$ cat src/sv/tjm_pkg.sv
// Shared widths, types and codes for the touch joystick mapper.
// No dependencies.
package tjm_pkg;

    localparam int COORD_BITS = 12;
    localparam int KR_BITS    = COORD_BITS - 1;
    localparam int DXW        = COORD_BITS + 3;
    localparam int AW         = COORD_BITS + 2;
    localparam int SQW        = 2 * AW + 1;
    localparam int SIN        = ((SQW + 16) % 2 == 0) ? (SQW + 16) : (SQW + 17);
    localparam int RB         = SIN / 2;
    localparam int QB         = 17;
    localparam int NW         = AW + 25;
    localparam int DW         = RB + 1;
    localparam int KW         = 14;
    localparam int AXW        = 16;
    localparam int CIW        = 3;
    localparam int SQ_RW      = RB + 3;
    localparam int DIV_WW     = (NW > DW + QB) ? NW : (DW + QB);

    localparam logic [AXW-2:0] MAG_MAX = '1;

    typedef enum logic [1:0] {
        ZONE_NONE = 2'd0,
        ZONE_IN   = 2'd1,
        ZONE_RING = 2'd2,
        ZONE_OUT  = 2'd3
    } t_zone;

    typedef enum logic [CIW-1:0] {
        CFG_ORIGIN_X = 3'd0,
        CFG_ORIGIN_Y = 3'd1,
        CFG_BOX_W    = 3'd2,
        CFG_KNOB_R   = 3'd3,
        CFG_RING_W   = 3'd4
    } t_cfg_idx;

    typedef struct packed {
        logic [COORD_BITS-1:0] origin_x;
        logic [COORD_BITS-1:0] origin_y;
        logic [COORD_BITS-1:0] box_width;
        logic [KR_BITS-1:0]    knob_radius;
        logic [COORD_BITS-1:0] ring_width;
    } t_cfg;

    typedef struct packed {
        logic          valid;
        t_zone         zone;
        logic          neg_x;
        logic          neg_y;
        logic [AW-1:0] ax;
        logic [AW-1:0] ay;
        logic [KW-1:0] knob_x;
        logic [KW-1:0] knob_y;
    } t_side;

endpackage

$ cat src/sv/tjm_div.sv
// Pipelined restoring divider, one quotient bit per stage.
// Depends on tjm_pkg.
module tjm_div import tjm_pkg::*; (
    input  logic          i_clk,
    input  logic [NW-1:0] i_num,
    input  logic [DW-1:0] i_den,
    output logic [QB-1:0] o_quo
);

    logic [DIV_WW-1:0] r_rem [QB];
    logic [DW-1:0]     r_den [QB];
    logic [QB-1:0]     r_quo [QB];

    genvar k;
    generate
        for (k = 0; k < QB; k++) begin : g_stage
            logic [DIV_WW-1:0] w_rem_in, w_sh;
            logic [DW-1:0]     w_den_in;
            logic [QB-1:0]     w_quo_in;

            if (k == 0) begin : g_first
                assign w_rem_in = DIV_WW'(i_num);
                assign w_den_in = i_den;
                assign w_quo_in = '0;
            end else begin : g_next
                assign w_rem_in = r_rem[k-1];
                assign w_den_in = r_den[k-1];
                assign w_quo_in = r_quo[k-1];
            end

            assign w_sh = DIV_WW'(w_den_in) << (QB - 1 - k);

            always_ff @(posedge i_clk) begin
                if (w_rem_in >= w_sh) begin
                    r_rem[k] <= w_rem_in - w_sh;
                    r_quo[k] <= w_quo_in | (QB'(1) << (QB - 1 - k));
                end else begin
                    r_rem[k] <= w_rem_in;
                    r_quo[k] <= w_quo_in;
                end
                r_den[k] <= w_den_in;
            end
        end
    endgenerate

    assign o_quo = r_quo[QB-1];

endmodule

$ cat config.mk
export PLATFORM = sky130hd
export DESIGN_NAME = tjm_div
export DESIGN_NICKNAME = d
export VERILOG_FILES = /design/src/sv/tjm_pkg.sv /design/src/sv/tjm_div.sv
export SDC_FILE = /design/constraint.sdc
export NUM_CORES = 2
export LEC_CHECK = 0
export BUFFER_PORTS_ARGS = -buffer_cell sky130_fd_sc_hd__buf_2
export CAP_MARGIN = 40
export CORE_MARGIN = 4
export CORE_UTILIZATION = 30
export CTS_BUF_LIST = sky130_fd_sc_hd__clkbuf_4 sky130_fd_sc_hd__clkbuf_8
export DETAILED_ROUTE_END_ITERATION = 8
export SLEW_MARGIN = 20
export SYNTH_ARGS = -nofsm -noshare
export SYNTH_HDL_FRONTEND = slang
export SYNTH_SLANG_ARGS = --single-unit
$ cat constraint.sdc
create_clock -name i_clk -period 3.6 [get_ports i_clk]
set_input_delay 0.9 -clock i_clk [delete_from_list [all_inputs] [get_ports i_clk]]
set_output_delay 0.9 -clock i_clk [all_outputs]
set_load 0.05 [all_outputs]
==> impl_results.md <==
- Die X: 425 um
- Min-Delay Startpoint: i_den[11]
- Post-synth cell types: 97
- Placement row count: 152
- Residual DRC: 0
- # setup viols final: 0
- Io pins: 81
- Cell taking the most area after synthesis: dfxtp_1
- RSZ-0062 raised after global routing: false
- Layout cells sized above 1: 11.5%
- Initial antenna violation count: 2
- CTS buffer count: 200
- First-pass GRT wire length: 193000 um
- Post-Place Worst Slack: -0.186 ns
- Hold Crit Depth: 1
- Setup crit start kind: register
- Avg Inst Size Synth: 9.39 um^2
- Final ANT Viol Nets: 0
- Cells after synthesis: 5552
- Worst-Margin Slew: 0.842 ns
- Sequential element share of the synthesized area: 45.8%
- Util after Layout: 35.4%
- Die area: 180000 um^2
- Initial Util: 30.3%
- Synth Register Bits: 1193
- CP required: 4.37 ns
- Hold WC Path Type: input pin to register
- I/O Buffers: 80
- Layout Nets: 6360
- Number of gates resized after cts: 0
- Maximum vdd drop: 0.436 mV
- Worst skew pair latency: 0.90 ns
- Via Count: 38694
- CTS Sinks: 1193
- Die height: 425 um
- Post-synth ARST share: 0%
- CTS Hold Bufs: 0
- Pre-Repair DR Iteration Count: 6
- Total power draw: 55.2 mW
- DRT iter0 DRCs: 2169
- Status: finished clean
- Count leader, synth: dfxtp_1
- Max-Cap Viols: 0
- Critical path class: register to register
- Clock skew after layout: 0.0341 ns
- Final hold violations: 0
- TritonCTS clock tree: done
- Largest net degree at the start of global routing: 49
- Syn Std Cell Area: 52100 um^2
- Leakage: 26.8 nW
- Yosys warns: 0
- WL/cell: 14.1 um
- Clock-pin slew on the worst setup and hold paths: 0.06 ns
- Max_slew headroom: 43.3%
- Critical path fanouts, max: 5
- R2R cell count: 13
- Post-CTS Setup Repair Bufs: 0
- Vias per Instance: 4.63
- CTS Buffer Depth: 3
- Synth top area share: 45.8%
- Final Max Tran Viols: 0
- DP Wirelength: 92200 um
- Pwr dens: 905 nW/um^2
- Synth top area cells: dfxtp_1 46%, ha_1 9.8%, xnor2_1 4.2%, a21oi_1 3.9%, inv_1 3.6%
- Post-synth EDFFs: 0
- CTS H-tree depth: 4
- Fill cells: 17333
- RePlAce Congestion: 0.950
- Post-synth net total: 6039
- Prevailing post-synth register cell: dfxtp_1
- Data arrival time of the worst path: 4.27 ns
- FF-to-FF setup slack: 0.1 ns
- Global route total overflow: 0
- Final period utilization: 97.4%
- Final worst slack: 0.0952 ns
- Setup crit end kind: register
- Critical R2R Launch: r_den[0][2]$_DFF_P_
- Core Region: 172000 um^2
- GRT Total Usage: 12.9%
- Crit Reg-Reg Endpoint: r_rem[1][39]$_DFF_P_
- Max Clk Rate: 0.285 GHz
- Layout area overhead: 17.0%
- Vias in the first global route: 39669
- Final WL: 118000 um
- Top cells by count, synth: 1193 x dfxtp_1, 499 x inv_1, 439 x nand2_1
- Crit path time final: 3.50 ns
- Hold Path Sink: r_den[0][11]$_DFF_P_
- CTS Root Cell: clkbuf_8
==> sequential cells by signal (all words and copies together) (netlist names) <==
signal	count
r_den	384
r_rem	656
r_quo	153
==> metrics by stage <==
| stage | setup TNS (ns) | instances | instance area [um^2] | hold slack [ns] |
|---|---|---|---|---|
| 6_report | 0 | 8356 | 61000 | 0.115 |
| 5_1_grt | 0 | 8356 | 61000 | 0.00827 |
| 4_1_cts | 0 | 8352 | 60900 | 0.00432 |
| 3_5_place_dp | -3.13 | 7981 | 56300 | 0.312 |
| 3_3_place_gp | -3.06 | 7981 | 56300 | 0.311 |
| 2_1_floorplan | 0 | 5552 | 52200 | 0.310 |
==> cell families after synthesis <==
family	share of synthesized area, %
XOR/XNOR	7.50
AO/OA/AOI/OAI	16.1
buffers and inverters	4.55
flip-flops	45.8
AND/OR/NAND/NOR	13.6
adder cells (fa/ha/maj)	10.4
multiplexers	2.08
==> power by group <==
group          leakage, nW  switching [mW]  total (mW)  internal, mW
Combinational         14.4            12.3        22.6          10.3
Sequential            10.0            2.35        19.3          16.9
Clock                 2.44            5.44        13.3          7.86
Total                 26.8            20.1        55.2          35.1
==> cells in the final DEF (no fill, tap or decap), drive strengths merged, types with 62 or more instances in the layout <==
cell    count
nor4       67
a21o      157
nor3      102
o21bai     62
xor2      195
mux2       85
nand2     440
inv       520
a21oi     404
xnor2     251
nand3     107
buf       229
nor2      322
o21ai     351
clkbuf    306
dfxtp    1193
ha        407
==> layer usage <==
layer / global-route usage [%] / up-vias / part of all wire, %
met3: 2.35 / 406 / 3.8
met2: 23.7 / 827 / 50
met5: 0 / - / 0
met1: 13.7 / 17463 / 40
li1: - / 19998 / -
met4: 7.96 / 0 / 6.1
==> cell type report <==
cell class	count	area (um^2)	area share, %
multi-input cells	3737	26000	42.7
inverters	512	1920	3.16
diodes	4	10.0	0.0164
clock inverters	65	753	1.24
repair buffers	229	1620	2.66
flip-flops and latches	1193	23900	39.2
well taps	2310	2890	4.74
clock buffers	306	3850	6.31
==> critical path, cell delays in order (launching register included) <==
cell	delay, ns
dfxtp_1	0.36
inv_1	0.06
ha_1	0.34
nor2b_1	0.16
o21ai_1	0.19
a21boi_1	0.12
o311ai_1	0.31
nand2_1	0.21
a221o_1	0.40
and3b_1	0.18
a2111oi_0	0.48
buf_4	0.21
o21ai_1	0.06
mux2_1	0.32
==> how the worst max path moves through the flow <==
| stage | start | to | slack, ns |
|---|---|---|---|
| 2_1_floorplan | i_den[14] | r_rem[0][20]$_DFF_P_ | 0.06 |
| 3_3_place_gp | i_den[14] | r_rem[0][19]$_DFF_P_ | -0.16 |
| 3_5_place_dp | i_den[14] | r_rem[0][19]$_DFF_P_ | -0.19 |
| 4_1_cts | r_rem[6][9]$_DFF_P_ | r_rem[7][10]$_DFF_P_ | 0.009 |
| 5_1_grt | r_rem[14][1]$_DFF_P_ | r_rem[15][36]$_DFF_P_ | 0.0005 |
| 6_report | r_den[0][2]$_DFF_P_ | r_rem[1][39]$_DFF_P_ | 0.1 |
(Power assumes the default switching activity.)
