### src/sv/tjm_pkg.sv
// Shared widths, types and codes for the touch joystick mapper.
// No dependencies.
package tjm_pkg;

    localparam int COORD_BITS = 12;
    localparam int KR_BITS    = COORD_BITS - 1;
    localparam int DXW        = COORD_BITS + 3;
    localparam int AW         = COORD_BITS + 2;
    localparam int SQW        = 2 * AW + 1;
    localparam int SIN        = ((SQW + 16) % 2 == 0) ? (SQW + 16) : (SQW + 17);
    localparam int RB         = SIN / 2;
    localparam int QB         = 17;
    localparam int NW         = AW + 25;
    localparam int DW         = RB + 1;
    localparam int KW         = 14;
    localparam int AXW        = 16;
    localparam int CIW        = 3;
    localparam int SQ_RW      = RB + 3;
    localparam int DIV_WW     = (NW > DW + QB) ? NW : (DW + QB);

    localparam logic [AXW-2:0] MAG_MAX = '1;

    typedef enum logic [1:0] {
        ZONE_NONE = 2'd0,
        ZONE_IN   = 2'd1,
        ZONE_RING = 2'd2,
        ZONE_OUT  = 2'd3
    } t_zone;

    typedef enum logic [CIW-1:0] {
        CFG_ORIGIN_X = 3'd0,
        CFG_ORIGIN_Y = 3'd1,
        CFG_BOX_W    = 3'd2,
        CFG_KNOB_R   = 3'd3,
        CFG_RING_W   = 3'd4
    } t_cfg_idx;

    typedef struct packed {
        logic [COORD_BITS-1:0] origin_x;
        logic [COORD_BITS-1:0] origin_y;
        logic [COORD_BITS-1:0] box_width;
        logic [KR_BITS-1:0]    knob_radius;
        logic [COORD_BITS-1:0] ring_width;
    } t_cfg;

    typedef struct packed {
        logic          valid;
        t_zone         zone;
        logic          neg_x;
        logic          neg_y;
        logic [AW-1:0] ax;
        logic [AW-1:0] ay;
        logic [KW-1:0] knob_x;
        logic [KW-1:0] knob_y;
    } t_side;

endpackage

### src/sv/tjm_sqrt.sv
// Pipelined integer square root, one result bit per stage.
// Depends on tjm_pkg.
module tjm_sqrt import tjm_pkg::*; (
    input  logic           i_clk,
    input  logic [SIN-1:0] i_val,
    output logic [RB-1:0]  o_root
);

    logic [SQ_RW-1:0] r_rem  [RB];
    logic [RB-1:0]    r_root [RB];
    logic [SIN-1:0]   r_src  [RB];

    genvar k;
    generate
        for (k = 0; k < RB; k++) begin : g_stage
            logic [SQ_RW-1:0] w_rem_in, w_t, w_trial;
            logic [RB-1:0]    w_root_in;
            logic [SIN-1:0]   w_src_in;

            if (k == 0) begin : g_first
                assign w_rem_in  = '0;
                assign w_root_in = '0;
                assign w_src_in  = i_val;
            end else begin : g_next
                assign w_rem_in  = r_rem[k-1];
                assign w_root_in = r_root[k-1];
                assign w_src_in  = r_src[k-1];
            end

            assign w_t     = {w_rem_in[SQ_RW-3:0], w_src_in[SIN-1:SIN-2]};
            assign w_trial = SQ_RW'({w_root_in, 2'b01});

            always_ff @(posedge i_clk) begin
                if (w_t >= w_trial) begin
                    r_rem[k]  <= w_t - w_trial;
                    r_root[k] <= {w_root_in[RB-2:0], 1'b1};
                end else begin
                    r_rem[k]  <= w_t;
                    r_root[k] <= {w_root_in[RB-2:0], 1'b0};
                end
                r_src[k] <= w_src_in << 2;
            end
        end
    endgenerate

    assign o_root = r_root[RB-1];

endmodule

### config.mk
export PLATFORM = sky130hd
export DESIGN_NAME = tjm_sqrt
export DESIGN_NICKNAME = d
export VERILOG_FILES = /design/src/sv/tjm_pkg.sv /design/src/sv/tjm_sqrt.sv
export SDC_FILE = /design/constraint.sdc
export NUM_CORES = 2
export LEC_CHECK = 0
export ABC_CLOCK_PERIOD_IN_PS = 2500
export BUFFER_PORTS_ARGS = -buffer_cell sky130_fd_sc_hd__buf_2
export CAP_MARGIN = 40
export CELL_PAD_IN_SITES_DETAIL_PLACEMENT = 0
export CELL_PAD_IN_SITES_GLOBAL_PLACEMENT = 1
export CORE_MARGIN = 1.5
export CORE_UTILIZATION = 45
export DETAILED_ROUTE_END_ITERATION = 7
export GPL_ROUTABILITY_DRIVEN = 0
export GPL_TIMING_DRIVEN = 0
export PLACE_DENSITY_LB_ADDON = 0.25
export SLEW_MARGIN = 10
export SYNTH_ARGS = -nofsm -noshare
export SYNTH_HDL_FRONTEND = slang
export SYNTH_SLANG_ARGS = --single-unit
export TNS_END_PERCENT = 1
### constraint.sdc
create_clock -name i_clk -period 2.5 [get_ports i_clk]
set_input_delay 0.75 -clock i_clk [delete_from_list [all_inputs] [get_ports i_clk]]
set_output_delay 0.75 -clock i_clk [all_outputs]
set_load 0.05 [all_outputs]
==> impl_results.md <==
- Cell chain of the critical path: ha_4, a21o_1, or3_1, o211a_1, o31a_1, nor4bb_1, buf_4, buf_4, or3_1, a31oi_2, xor2_1
- Sequential cell area: 0.02569 mm2
- Deepest clock path buffer count: 3
- TritonCTS clock tree: built
- Cell type with the largest total area after synthesis: sky130_fd_sc_hd__dfxtp_1
- Required time of the critical path: 3110 ps
- Growth of design area from synthesis to finish: 20.52%
- Maximum clock frequency: 0.3561 GHz
- Max-cap violations: 0
- Clock Root Buffer: sky130_fd_sc_hd__clkbuf_16
- Tightest Hold Check Type: primary input to register
- Inst Count DP: 5944
- Wire length of the first global-routing pass: 152800 um
- Fraction of registers with async set/reset: 0%
- Total CTS buffers: 134
- H-tree Lvls: 4
- Rows: 117
- Outcome: finished with violations
- Cts-stage hold buffer count: 0
- Number of fill cells in the layout: 9110
- Overflow after GRT: 0
- Detailed placer's ending HPWL: 68440 um
- Post-synth net total: 4852
- Violated checks: negative setup slack
- DIE AREA: 0.1053 mm2
- Largest net degree at the start of global routing: 17
- Antenna violations before repair: 1
- Largest cells by area after synthesis: sky130_fd_sc_hd__dfxtp_1 55%, sky130_fd_sc_hd__ha_1 8.1%, sky130_fd_sc_hd__xnor2_1 4.0%, sky130_fd_sc_hd__xor2_1 3.5%, sky130_fd_sc_hd__inv_1 3.0%
- Ant. Diodes: 0
- Number of max-slew violations in the final report: 0
- Share of cells above drive strength 1: 16.83%
- Worst Skew: 39.16 ps
- Initial DRC Count: 1816
- Count of buffers inserted at the top-level ports: 69
- Peak supply drop: 0.7245 mV
- Number of top-level pins: 70
- Arrival time of the worst setup path: 3420 ps
- Final wirelength: 93460 um
- Slew margin rel.: 48.17%
- Starting density of the core: 45.52%
- CTS sink count: 1280
- Remaining design rule violation count: 0
- Final critical delay including setup and external delays: 2808 ps
- Final period utilization: 112.3%
- Synthesized area: 0.04651 mm2
- Synth cell types: 97
- Worst slack at placement: -1196 ps
- Synth Area per Inst: 10.32 um2
- Crit-path max cell delay: 380 ps
- Top cell family by delay on the critical path: compound AO/OA/AOI/OAI gates
- Yosys reg bits: 1280
- Post-DRT Antenna Nets: 0
- Clock latency of the later-clocked register in the worst-skew pair: 750 ps
- Unrepaired setup endpoints after global routing: yes
- Share of the synthesized area in the top cell type: 55.10%
- Number of global-route vias before repair: 30400
- CP endpoint kind: register
- Area taken by multi-input logic gates: 0.02114 mm2
- Die boundary height: 324.5 um
- Fin Setup TNS: -12730 ps
- Standby leakage power: 25.29 nW
- Final setup margin: -308.2 ps
- Slowest CP cell: sky130_fd_sc_hd__dfxtp_1
- Fin. Hold Viols: 0
- Average wire length per cell after detail routing: 15.04 um
- Mapped Cells: 4505
- Post-layout power: 57.70 mW
- Number of failing setup endpoints in the final timing report: 133
- Total global routing track utilization: 17.61%
- Startpoint Class: register
- Top_reg_cell synth: sky130_fd_sc_hd__dfxtp_1
- Cell area power density: 1029 mW/mm2
- Core outline area: 0.1022 mm2
- Final cell count without fillers: 6216
- Crit path max fanout: 6
- Drt via density: 4.997
- Nets@finish: 5085
- TritonRoute pass-1 iters: 5
- Number of enable-type register cells in the synthesized netlist: 0
- Critical path start-end classification: register to register
- Horizontal extent of the die: 324.5 um
- Share of synthesized area occupied by flip-flops and latches: 55.10%
- Via count: 31060
- Clock-pin slew on the worst setup and hold paths: 60 ps
- Number of warnings printed during yosys synthesis: 0
- Number of buffer and inverter stages on the critical path: 2
- Transition at the pin with the smallest max-transition slack: 767.3 ps
stage by stage:
step	instance area, um2	utilization (%)	hold WS, ps
after CTS	54800	53.63	43.54
after global placement	48620	47.58	309.5
after detailed placement	48620	47.59	312.1
final	56050	54.86	95.17
after global routing	56050	54.86	51.05
after floorplan	46560	-	309.6
registers in the layout, summed over array words and instances (netlist names):
signal  count
r_rem     498
r_src     506
r_root    276
layout make-up:
type,count,area share [%]
Clock inverter,71,1.893
Clock buffer,175,6.721
Inverter,371,2.509
Tap cell,1368,3.054
Timing Repair Buffer,105,1.165
Buffer,60,1.114
Sequential cell,1280,45.83
Multi-Input combinational cell,2786,37.72
cells in the mapped netlist, drive strengths merged, types with 11 or more instances:
cell type and number:
xnor2 212, nand3 76, nand4 48, dfxtp 1280, nand2b 60, nand3b 12, a31oi 27, and2 11
and3 32, o211ai 24, xor2 185, nor2b 37, o31ai 27, or4 23, nor3 118, o21a 60
inv 371, a21oi 275, clkbuf 36, a21o 70, ha 300, mux2 50, nand2 285, nor4 57
or2 28, or3 56, o21ai 229, o21bai 20, buf 32, nor2 296, a211oi 20
layout by cell type (no fill, tap or decap), types with 22 or more instances in the layout:
| master | n |
|---|---|
| sky130_fd_sc_hd__dfxtp_1 | 1234 |
| sky130_fd_sc_hd__inv_1 | 363 |
| sky130_fd_sc_hd__nor2_1 | 281 |
| sky130_fd_sc_hd__nand2_1 | 276 |
| sky130_fd_sc_hd__a21oi_1 | 250 |
| sky130_fd_sc_hd__ha_1 | 220 |
| sky130_fd_sc_hd__xnor2_1 | 212 |
| sky130_fd_sc_hd__o21ai_0 | 188 |
| sky130_fd_sc_hd__xor2_1 | 185 |
| sky130_fd_sc_hd__clkbuf_16 | 134 |
| sky130_fd_sc_hd__nor3_1 | 106 |
| sky130_fd_sc_hd__buf_2 | 75 |
| sky130_fd_sc_hd__nand3_1 | 71 |
| sky130_fd_sc_hd__a21o_1 | 70 |
| sky130_fd_sc_hd__o21a_1 | 60 |
| sky130_fd_sc_hd__nand2b_1 | 59 |
| sky130_fd_sc_hd__ha_4 | 53 |
| sky130_fd_sc_hd__nand4_1 | 47 |
| sky130_fd_sc_hd__dfxtp_2 | 44 |
| sky130_fd_sc_hd__mux2_2 | 43 |
| sky130_fd_sc_hd__or3_1 | 40 |
| sky130_fd_sc_hd__buf_4 | 35 |
| sky130_fd_sc_hd__nor2b_1 | 32 |
| sky130_fd_sc_hd__clkbuf_8 | 31 |
| sky130_fd_sc_hd__nor4_1 | 30 |
| sky130_fd_sc_hd__and3_1 | 27 |
| sky130_fd_sc_hd__ha_2 | 27 |
| sky130_fd_sc_hd__o21ai_1 | 25 |
| sky130_fd_sc_hd__o211ai_1 | 23 |
| sky130_fd_sc_hd__o31ai_1 | 22 |
| sky130_fd_sc_hd__a21oi_2 | 22 |
kinds of logic after synthesis:
group           share of synthesized area [%]
flops                                   55.10
fa+ha+maj                               8.071
mux                                     1.321
xor+xnor                                7.476
simple gates                            12.58
buf+inv                                 3.669
other cells                          0.008063
compound gates                          11.78
repair_timing:
item / 4_1_cts / 5_1_grt
setup endpoints to repair: 445 / 453
resized for setup: 292 / 272
setup buffers: 14 / 20
endpoints found under the hold margin: 0 / 0
pin swaps: 47 / 42
where the power goes:
group / total (mW) / internal [mW] / switching (mW)
clock network: 20.7 / 12.3 / 8.44
logic: 10.6 / 5.03 / 5.53
registers: 26.4 / 23.8 / 2.59
total: 57.7 / 41.1 / 16.6
final timing paths:
| path | from | end | slack, ps | cells after the start |
|---|---|---|---|---|
| max | r_rem[9][3] | r_rem[9][49] | -310 | 11 |
| min | i_val[33] | r_src[0][33] | 100 | 1 |
| max reg2reg | r_rem[9][3] | r_rem[9][49] | -310 | 11 |
| min reg2reg | r_src[1][255] | r_src[1][301] | 300 | 0 |
metal layers:
layer / GRT usage (%) / part of all wire [%]
met1: 24.35 / 49
met2: 27.59 / 44
met3: 3.285 / 4.5
met4: 5.943 / 2.3
met5: 0 / 0
Note: power is estimated with default switching activity, not from simulation.
