`src/sv/tjm_pkg.sv`:
```
// Shared widths, types and codes for the touch joystick mapper.
// No dependencies.
package tjm_pkg;

    localparam int COORD_BITS = 12;
    localparam int KR_BITS    = COORD_BITS - 1;
    localparam int DXW        = COORD_BITS + 3;
    localparam int AW         = COORD_BITS + 2;
    localparam int SQW        = 2 * AW + 1;
    localparam int SIN        = ((SQW + 16) % 2 == 0) ? (SQW + 16) : (SQW + 17);
    localparam int RB         = SIN / 2;
    localparam int QB         = 17;
    localparam int NW         = AW + 25;
    localparam int DW         = RB + 1;
    localparam int KW         = 14;
    localparam int AXW        = 16;
    localparam int CIW        = 3;
    localparam int SQ_RW      = RB + 3;
    localparam int DIV_WW     = (NW > DW + QB) ? NW : (DW + QB);

    localparam logic [AXW-2:0] MAG_MAX = '1;

    typedef enum logic [1:0] {
        ZONE_NONE = 2'd0,
        ZONE_IN   = 2'd1,
        ZONE_RING = 2'd2,
        ZONE_OUT  = 2'd3
    } t_zone;

    typedef enum logic [CIW-1:0] {
        CFG_ORIGIN_X = 3'd0,
        CFG_ORIGIN_Y = 3'd1,
        CFG_BOX_W    = 3'd2,
        CFG_KNOB_R   = 3'd3,
        CFG_RING_W   = 3'd4
    } t_cfg_idx;

    typedef struct packed {
        logic [COORD_BITS-1:0] origin_x;
        logic [COORD_BITS-1:0] origin_y;
        logic [COORD_BITS-1:0] box_width;
        logic [KR_BITS-1:0]    knob_radius;
        logic [COORD_BITS-1:0] ring_width;
    } t_cfg;

    typedef struct packed {
        logic          valid;
        t_zone         zone;
        logic          neg_x;
        logic          neg_y;
        logic [AW-1:0] ax;
        logic [AW-1:0] ay;
        logic [KW-1:0] knob_x;
        logic [KW-1:0] knob_y;
    } t_side;

endpackage

```
`src/sv/tjm_front.sv`:
```
// Front end: offsets, squares, squared distance and zone, three stages.
// Depends on tjm_pkg.
module tjm_front import tjm_pkg::*; (
    input  logic                  i_clk,
    input  logic                  i_rst_n,
    input  logic                  i_valid,
    input  logic                  i_touch_active,
    input  logic [COORD_BITS-1:0] i_touch_x,
    input  logic [COORD_BITS-1:0] i_touch_y,
    input  t_cfg                  i_cfg,
    output t_side                 o_side,
    output logic [SQW-1:0]        o_d2sq
);

    logic                  r_v1, r_act1;
    logic signed [DXW-1:0] r_dx1, r_dy1;
    logic [KW-1:0]         r_ktx1, r_kty1, r_kc1;

    logic                  r_v2, r_act2, r_negx2, r_negy2;
    logic [AW-1:0]         r_ax2, r_ay2;
    logic [2*AW-1:0]       r_axsq2, r_aysq2;
    logic [2*AW-1:0]       r_rin2, r_rout2;
    logic [KW-1:0]         r_ktx2, r_kty2, r_kc2;

    logic signed [DXW-1:0] n_dx, n_dy;
    logic [AW-1:0]         n_ax, n_ay, n_rout;
    logic [SQW-1:0]        n_d2sq;
    t_zone                 n_zone;
    t_side                 n_side, r_side;
    logic [SQW-1:0]        r_d2sq;

    always_comb begin
        n_dx = DXW'({2'b0, i_touch_x, 1'b0}) - DXW'({2'b0, i_cfg.origin_x, 1'b0})
             - DXW'({3'b0, i_cfg.box_width});
        n_dy = DXW'({2'b0, i_touch_y, 1'b0}) - DXW'({2'b0, i_cfg.origin_y, 1'b0})
             - DXW'({3'b0, i_cfg.box_width});
        n_ax = r_dx1[DXW-1] ? AW'(-r_dx1) : AW'(r_dx1);
        n_ay = r_dy1[DXW-1] ? AW'(-r_dy1) : AW'(r_dy1);
        n_rout = AW'(i_cfg.box_width) + AW'({i_cfg.ring_width, 1'b0});
    end

    always_ff @(posedge i_clk) begin
        if (!i_rst_n) begin
            r_v1 <= 1'b0;
            r_v2 <= 1'b0;
        end else begin
            r_v1 <= i_valid;
            r_v2 <= r_v1;
        end
        r_act1 <= i_touch_active;
        r_dx1  <= n_dx;
        r_dy1  <= n_dy;
        r_ktx1 <= KW'(i_touch_x) - KW'(i_cfg.origin_x) - KW'(i_cfg.knob_radius);
        r_kty1 <= KW'(i_touch_y) - KW'(i_cfg.origin_y) - KW'(i_cfg.knob_radius);
        r_kc1  <= KW'(i_cfg.box_width >> 1) - KW'(i_cfg.knob_radius);

        r_act2  <= r_act1;
        r_negx2 <= r_dx1 < 0;
        r_negy2 <= r_dy1 > 0;
        r_ax2   <= n_ax;
        r_ay2   <= n_ay;
        r_axsq2 <= n_ax * n_ax;
        r_aysq2 <= n_ay * n_ay;
        r_rin2  <= (2*AW)'(i_cfg.box_width) * (2*AW)'(i_cfg.box_width);
        r_rout2 <= n_rout * n_rout;
        r_ktx2  <= r_ktx1;
        r_kty2  <= r_kty1;
        r_kc2   <= r_kc1;
    end

    always_comb begin
        n_d2sq = SQW'(r_axsq2) + SQW'(r_aysq2);
        if (!r_act2) begin
            n_zone = ZONE_NONE;
        end else if (n_d2sq < SQW'(r_rin2)) begin
            n_zone = ZONE_IN;
        end else if (n_d2sq <= SQW'(r_rout2)) begin
            n_zone = ZONE_RING;
        end else begin
            n_zone = ZONE_OUT;
        end
        n_side.valid = r_v2;
        n_side.zone  = n_zone;
        n_side.neg_x = r_negx2;
        n_side.neg_y = r_negy2;
        n_side.ax    = r_ax2;
        n_side.ay    = r_ay2;
        if (n_zone == ZONE_IN || n_zone == ZONE_RING) begin
            n_side.knob_x = r_ktx2;
            n_side.knob_y = r_kty2;
        end else begin
            n_side.knob_x = r_kc2;
            n_side.knob_y = r_kc2;
        end
    end

    always_ff @(posedge i_clk) begin
        if (!i_rst_n) begin
            r_side <= '0;
        end else begin
            r_side <= n_side;
        end
        r_d2sq <= n_d2sq;
    end

    assign o_side = r_side;
    assign o_d2sq = r_d2sq;

endmodule

```
`config.mk`:
```
export PLATFORM = sky130hd
export DESIGN_NAME = tjm_front
export DESIGN_NICKNAME = d
export VERILOG_FILES = /design/src/sv/tjm_pkg.sv /design/src/sv/tjm_front.sv
export SDC_FILE = /design/constraint.sdc
export NUM_CORES = 2
export LEC_CHECK = 0
export ABC_AREA = 1
export BUFFER_PORTS_ARGS = -buffer_cell sky130_fd_sc_hd__buf_2
export CAP_MARGIN = 5
export CORE_MARGIN = 5
export CORE_UTILIZATION = 59
export CTS_BUF_LIST = sky130_fd_sc_hd__clkbuf_8
export DETAILED_ROUTE_END_ITERATION = 10
export PLACE_DENSITY = 0.8
export SLEW_MARGIN = 20
export SYNTH_ARGS = -nofsm -noshare
export SYNTH_HDL_FRONTEND = slang
export SYNTH_SLANG_ARGS = --single-unit
export TNS_END_PERCENT = 30
```
`constraint.sdc`:
```
create_clock -name i_clk -period 7.1 [get_ports i_clk]
set_input_delay 0.71 -clock i_clk [delete_from_list [all_inputs] [get_ports i_clk]]
set_output_delay 0.71 -clock i_clk [all_outputs]
set_load 0.01 [all_outputs]
```
==> key figures <==
Yosys
  • Most area-consuming cells after synthesis: fa_1 25%, dfxtp_1 19%, ha_1 17%
  • Most instantiated flip-flop cell in the synthesis netlist: dfxtp_1
  • Number of synthesized flops with an enable pin: 0
  • Per-instance average area after synthesis: between 8 and 9 um^2
  • Fraction of the yosys area taken by sequential cells: between 10% and 20%
  • Distinct cell type count after synthesis: between 50 and 60
  • Most repeated cell in the gate-level netlist after synthesis: inv_1
  • Post-synth ARST share: 0%
  • Yosys warning total: 0
  • Synthesized area: 0.0353 mm^2
  • Area share of the largest cell type after synthesis: around 25%
  • Post-synthesis net count: about 5,300
  • Top cells by instance count after synthesis: 1,053 x inv_1, 733 x nand2_1, 478 x ha_1, 434 x fa_1, 330 x dfxtp_1
  • Number of instances in the synthesized netlist: ~4,300
  • Biggest area consumer among synthesized cells: fa_1
  • FF+latch count, synth: between 300 and 400

Timing
  • Clock period minus final worst setup slack: between 6 and 7 ns
  • RSZ-0062 raised after global routing: yes
  • Final Setup Violations: 0
  • Layout Skew: about 0.046 ns
  • Slew at the pin with the worst max-slew slack: between 1 and 1.5 ns
  • Number of pins with negative max-slew slack in the final report: 0
  • Final critical-path setup slack: ~0.37 ns
  • Tightest hold margin: between 0.1 and 0.15 ns
  • Final worst-path cycle share: between 90% and 100%
  • Headroom to the max-slew limit: between 20% and 30%
  • Post-Route Setup TNS: 0 ns
  • Final count of hold timing violations: 0
  • Upper clock frequency limit: 0.149 GHz

Setup path
  • Capturing element type of the critical path: flip-flop
  • Delay of the slowest critical-path stage: ~0.55 ns
  • Crit Path Class: flip-flop to flip-flop
  • Category of the worst setup path launch point: flip-flop
  • Most frequent cell on the critical path: fa_1
  • Setup slack on the worst flop-to-flop path: between 0.3 and 0.4 ns
  • Required time of the critical path: around 7.7 ns
  • Register-to-Register Path Depth: 28
  • Highest-delay cell along the critical path: fa_1
  • R2R Path End: r_aysq2[27]
  • Launch point of the worst reg-to-reg path: r_dy1[1]
  • Largest driver fanout on the critical path: 9
  • Data arrival at the endpoint of the critical path: just over 7 ns

Final layout
  • Total of fill cells in the finished design: between 4,000 and 5,000
  • Final standard cell count with taps included and fillers excluded: around 5,500
  • Number of nets at the end of the flow: 5,634
  • Ratio of cells with drive above 1 in the final layout: around 11%
  • Synthesis-to-finish area growth: 11.8%

Floorplanning
  • Site Rows: 89
  • Initial Utilization: around three fifths
  • Overall die width: 255 um
  • IO Pins: between 150 and 200
  • Vertical die dimension: approximately 250 um
  • Die area: roughly 0.065 mm^2
  • Core Region: 0.0591 mm^2

Clocking
  • Clock Path Buffers: 3
  • Number of buffers added by the clock tree synthesis step: between 50 and 60
  • CTS Root Buffer Type: clkbuf_8
  • Register clock-pin slew on the reported worst setup and hold paths: 0.07 ns
  • Total clock sinks: between 300 and 400
  • Number of H-tree branching levels: 2
  • Clock latency reported for the late side of the worst-skew pair: around 0.70 ns
  • Clock tree from TritonCTS: built

Placement
  • Routability-driven placement congestion ratio: 0.976
  • DP HPWL: 74,200 um
  • DP Worst Slack: -0.303 ns
  • Number of port buffers: 175
  • Cells after DPL: between 5,000 and 6,000

Global routing
  • All-layer global routing usage: ~28%
  • Final global-route overflow total: 0
  • First-pass GRT wire length: 144,000 um
  • Initial antenna violation count: 6
  • Vias in the first global route: ~29,000
  • Largest net degree at the start of global routing: 36

Routing
  • Final routed DRC violation total: 0
  • Total wire length after detailed routing: 89,000 um
  • DR vias: ~28,000
  • Highest routed metal layer: met5
  • Post-detailed-route via-to-cell ratio: about 5.2
  • Drt first pass iters: 6
  • Post-route met1 wirelength: roughly 37,000 um
  • Number of DRC markers in iteration 0: 1,871
  • Length of routed met3 wiring: 6100 um
  • Average detailed-routed wire length per instance: about 16 um
  • ANT nets after route: 0
  • Met2 layer wire length in the routed design: between 40,000 and 50,000 um

Hold path
  • Tightest Hold Check Type: primary input to flip-flop
  • Number of stages on the worst hold path: 1
  • Worst Hold Endpoint: r_act1
  • Start point of the worst hold path: i_touch_active

Flow run
  • Reported max-cap violation count: 0

Status
  • Run status: finished, final reports clean
## how the worst max path moves through the flow
stage | start | to | slack (ns) | cells after the start
finish | r_dy1[1] | r_aysq2[27] | 0.37 | 28
global route | r_rout2[0] | r_axsq2[27] | -0.02 | 27
CTS | r_rout2[0] | r_aysq2[27] | 0.17 | 29
detailed placement | i_cfg[0] | r_rout2[27] | -0.30 | 31
global placement | i_cfg[0] | r_rout2[23] | -0.20 | 33
floorplan | i_cfg[2] | r_rout2[27] | 0.06 | 25
## critical path, delay by kind of cell, from the launching register on
| kind | cells | cell delay, ns |
|---|---|---|
| XOR/XNOR | 1 | 0.15 |
| AND/OR/NAND/NOR | 8 | 0.97 |
| AO/OA/AOI/OAI | 5 | 0.87 |
| flip-flops | 1 | 0.45 |
| buffers and inverters | 6 | 0.62 |
| adder cells (fa/ha/maj) | 8 | 3.48 |
## final cells by class
| type | count | area (um^2) | area share [%] |
|---|---|---|---|
| antenna | 1 | 2.50 | 0.00635 |
| clock buffer | 70 | 963 | 2.44 |
| clock inverter | 32 | 450 | 1.14 |
| inverter | 1074 | 4040 | 10.2 |
| multi-input combinational | 2851 | 24400 | 61.9 |
| sequential | 330 | 6610 | 16.8 |
| tap | 773 | 967 | 2.45 |
| timing repair buffer | 322 | 1980 | 5.02 |
## placed cells by master (no fill, tap or decap), types with 30 or more instances in the layout
master / count
buf_2: 175
dfxtp_1: 330
clkbuf_8: 70
fa_1: 434
nor2_1: 318
buf_4: 147
o21ai_0: 82
xor2_1: 147
nand3_1: 100
xnor2_1: 65
inv_1: 1058
ha_1: 477
a21oi_1: 238
nor3_1: 30
nand2_1: 730
## sequential cells by signal, indices dropped and copies added, names as in the netlist
register,cells
o_d2sq,28
o_side,60
r_act1,1
r_act2,1
r_ax2,13
r_axsq2,26
r_ay2,13
r_aysq2,27
r_dx1,14
r_dy1,14
r_kc1,12
r_kc2,12
r_ktx1,14
r_ktx2,14
r_kty1,14
r_kty2,14
r_negx2,1
r_negy2,1
r_rin2,22
r_rout2,27
r_v1,1
r_v2,1
## metrics by stage
stage	cell area, um^2	utilization, %
floorplan	35300	-
global placement	37900	64.1
detailed placement	37900	64.1
CTS	39300	66.5
global route	39400	66.7
finish	39400	66.7
## cell families after synthesis
kind of cell | count (synthesis) | synth area share (%)
XOR/XNOR | 214 | 5.33
other | 1 | 0.0106
AO/OA/AOI/OAI | 438 | 6.97
buffers and inverters | 1129 | 12.3
AND/OR/NAND/NOR | 1286 | 15.1
flip-flops | 330 | 18.7
adder cells (fa/ha/maj) | 912 | 41.6
## what timing repair did
| item | CTS | global route |
|---|---|---|
| resized for setup | 0 | 26 |
| setup endpoints to repair | 0 | 27 |
| setup buffers | 0 | 2 |
| hold buffers | 0 | 0 |
## routing by layer
metal / GRT usage (%) / vias to the layer above
met5: 0 / -
met4: 9.88 / 4
met3: 4.22 / 235
met2: 46.8 / 944
met1: 36.4 / 13222
li1: - / 13771
Power is left out: the tool's default activity adds up to more than one toggle a clock period on the data nets, which glitch-free logic cannot reach.
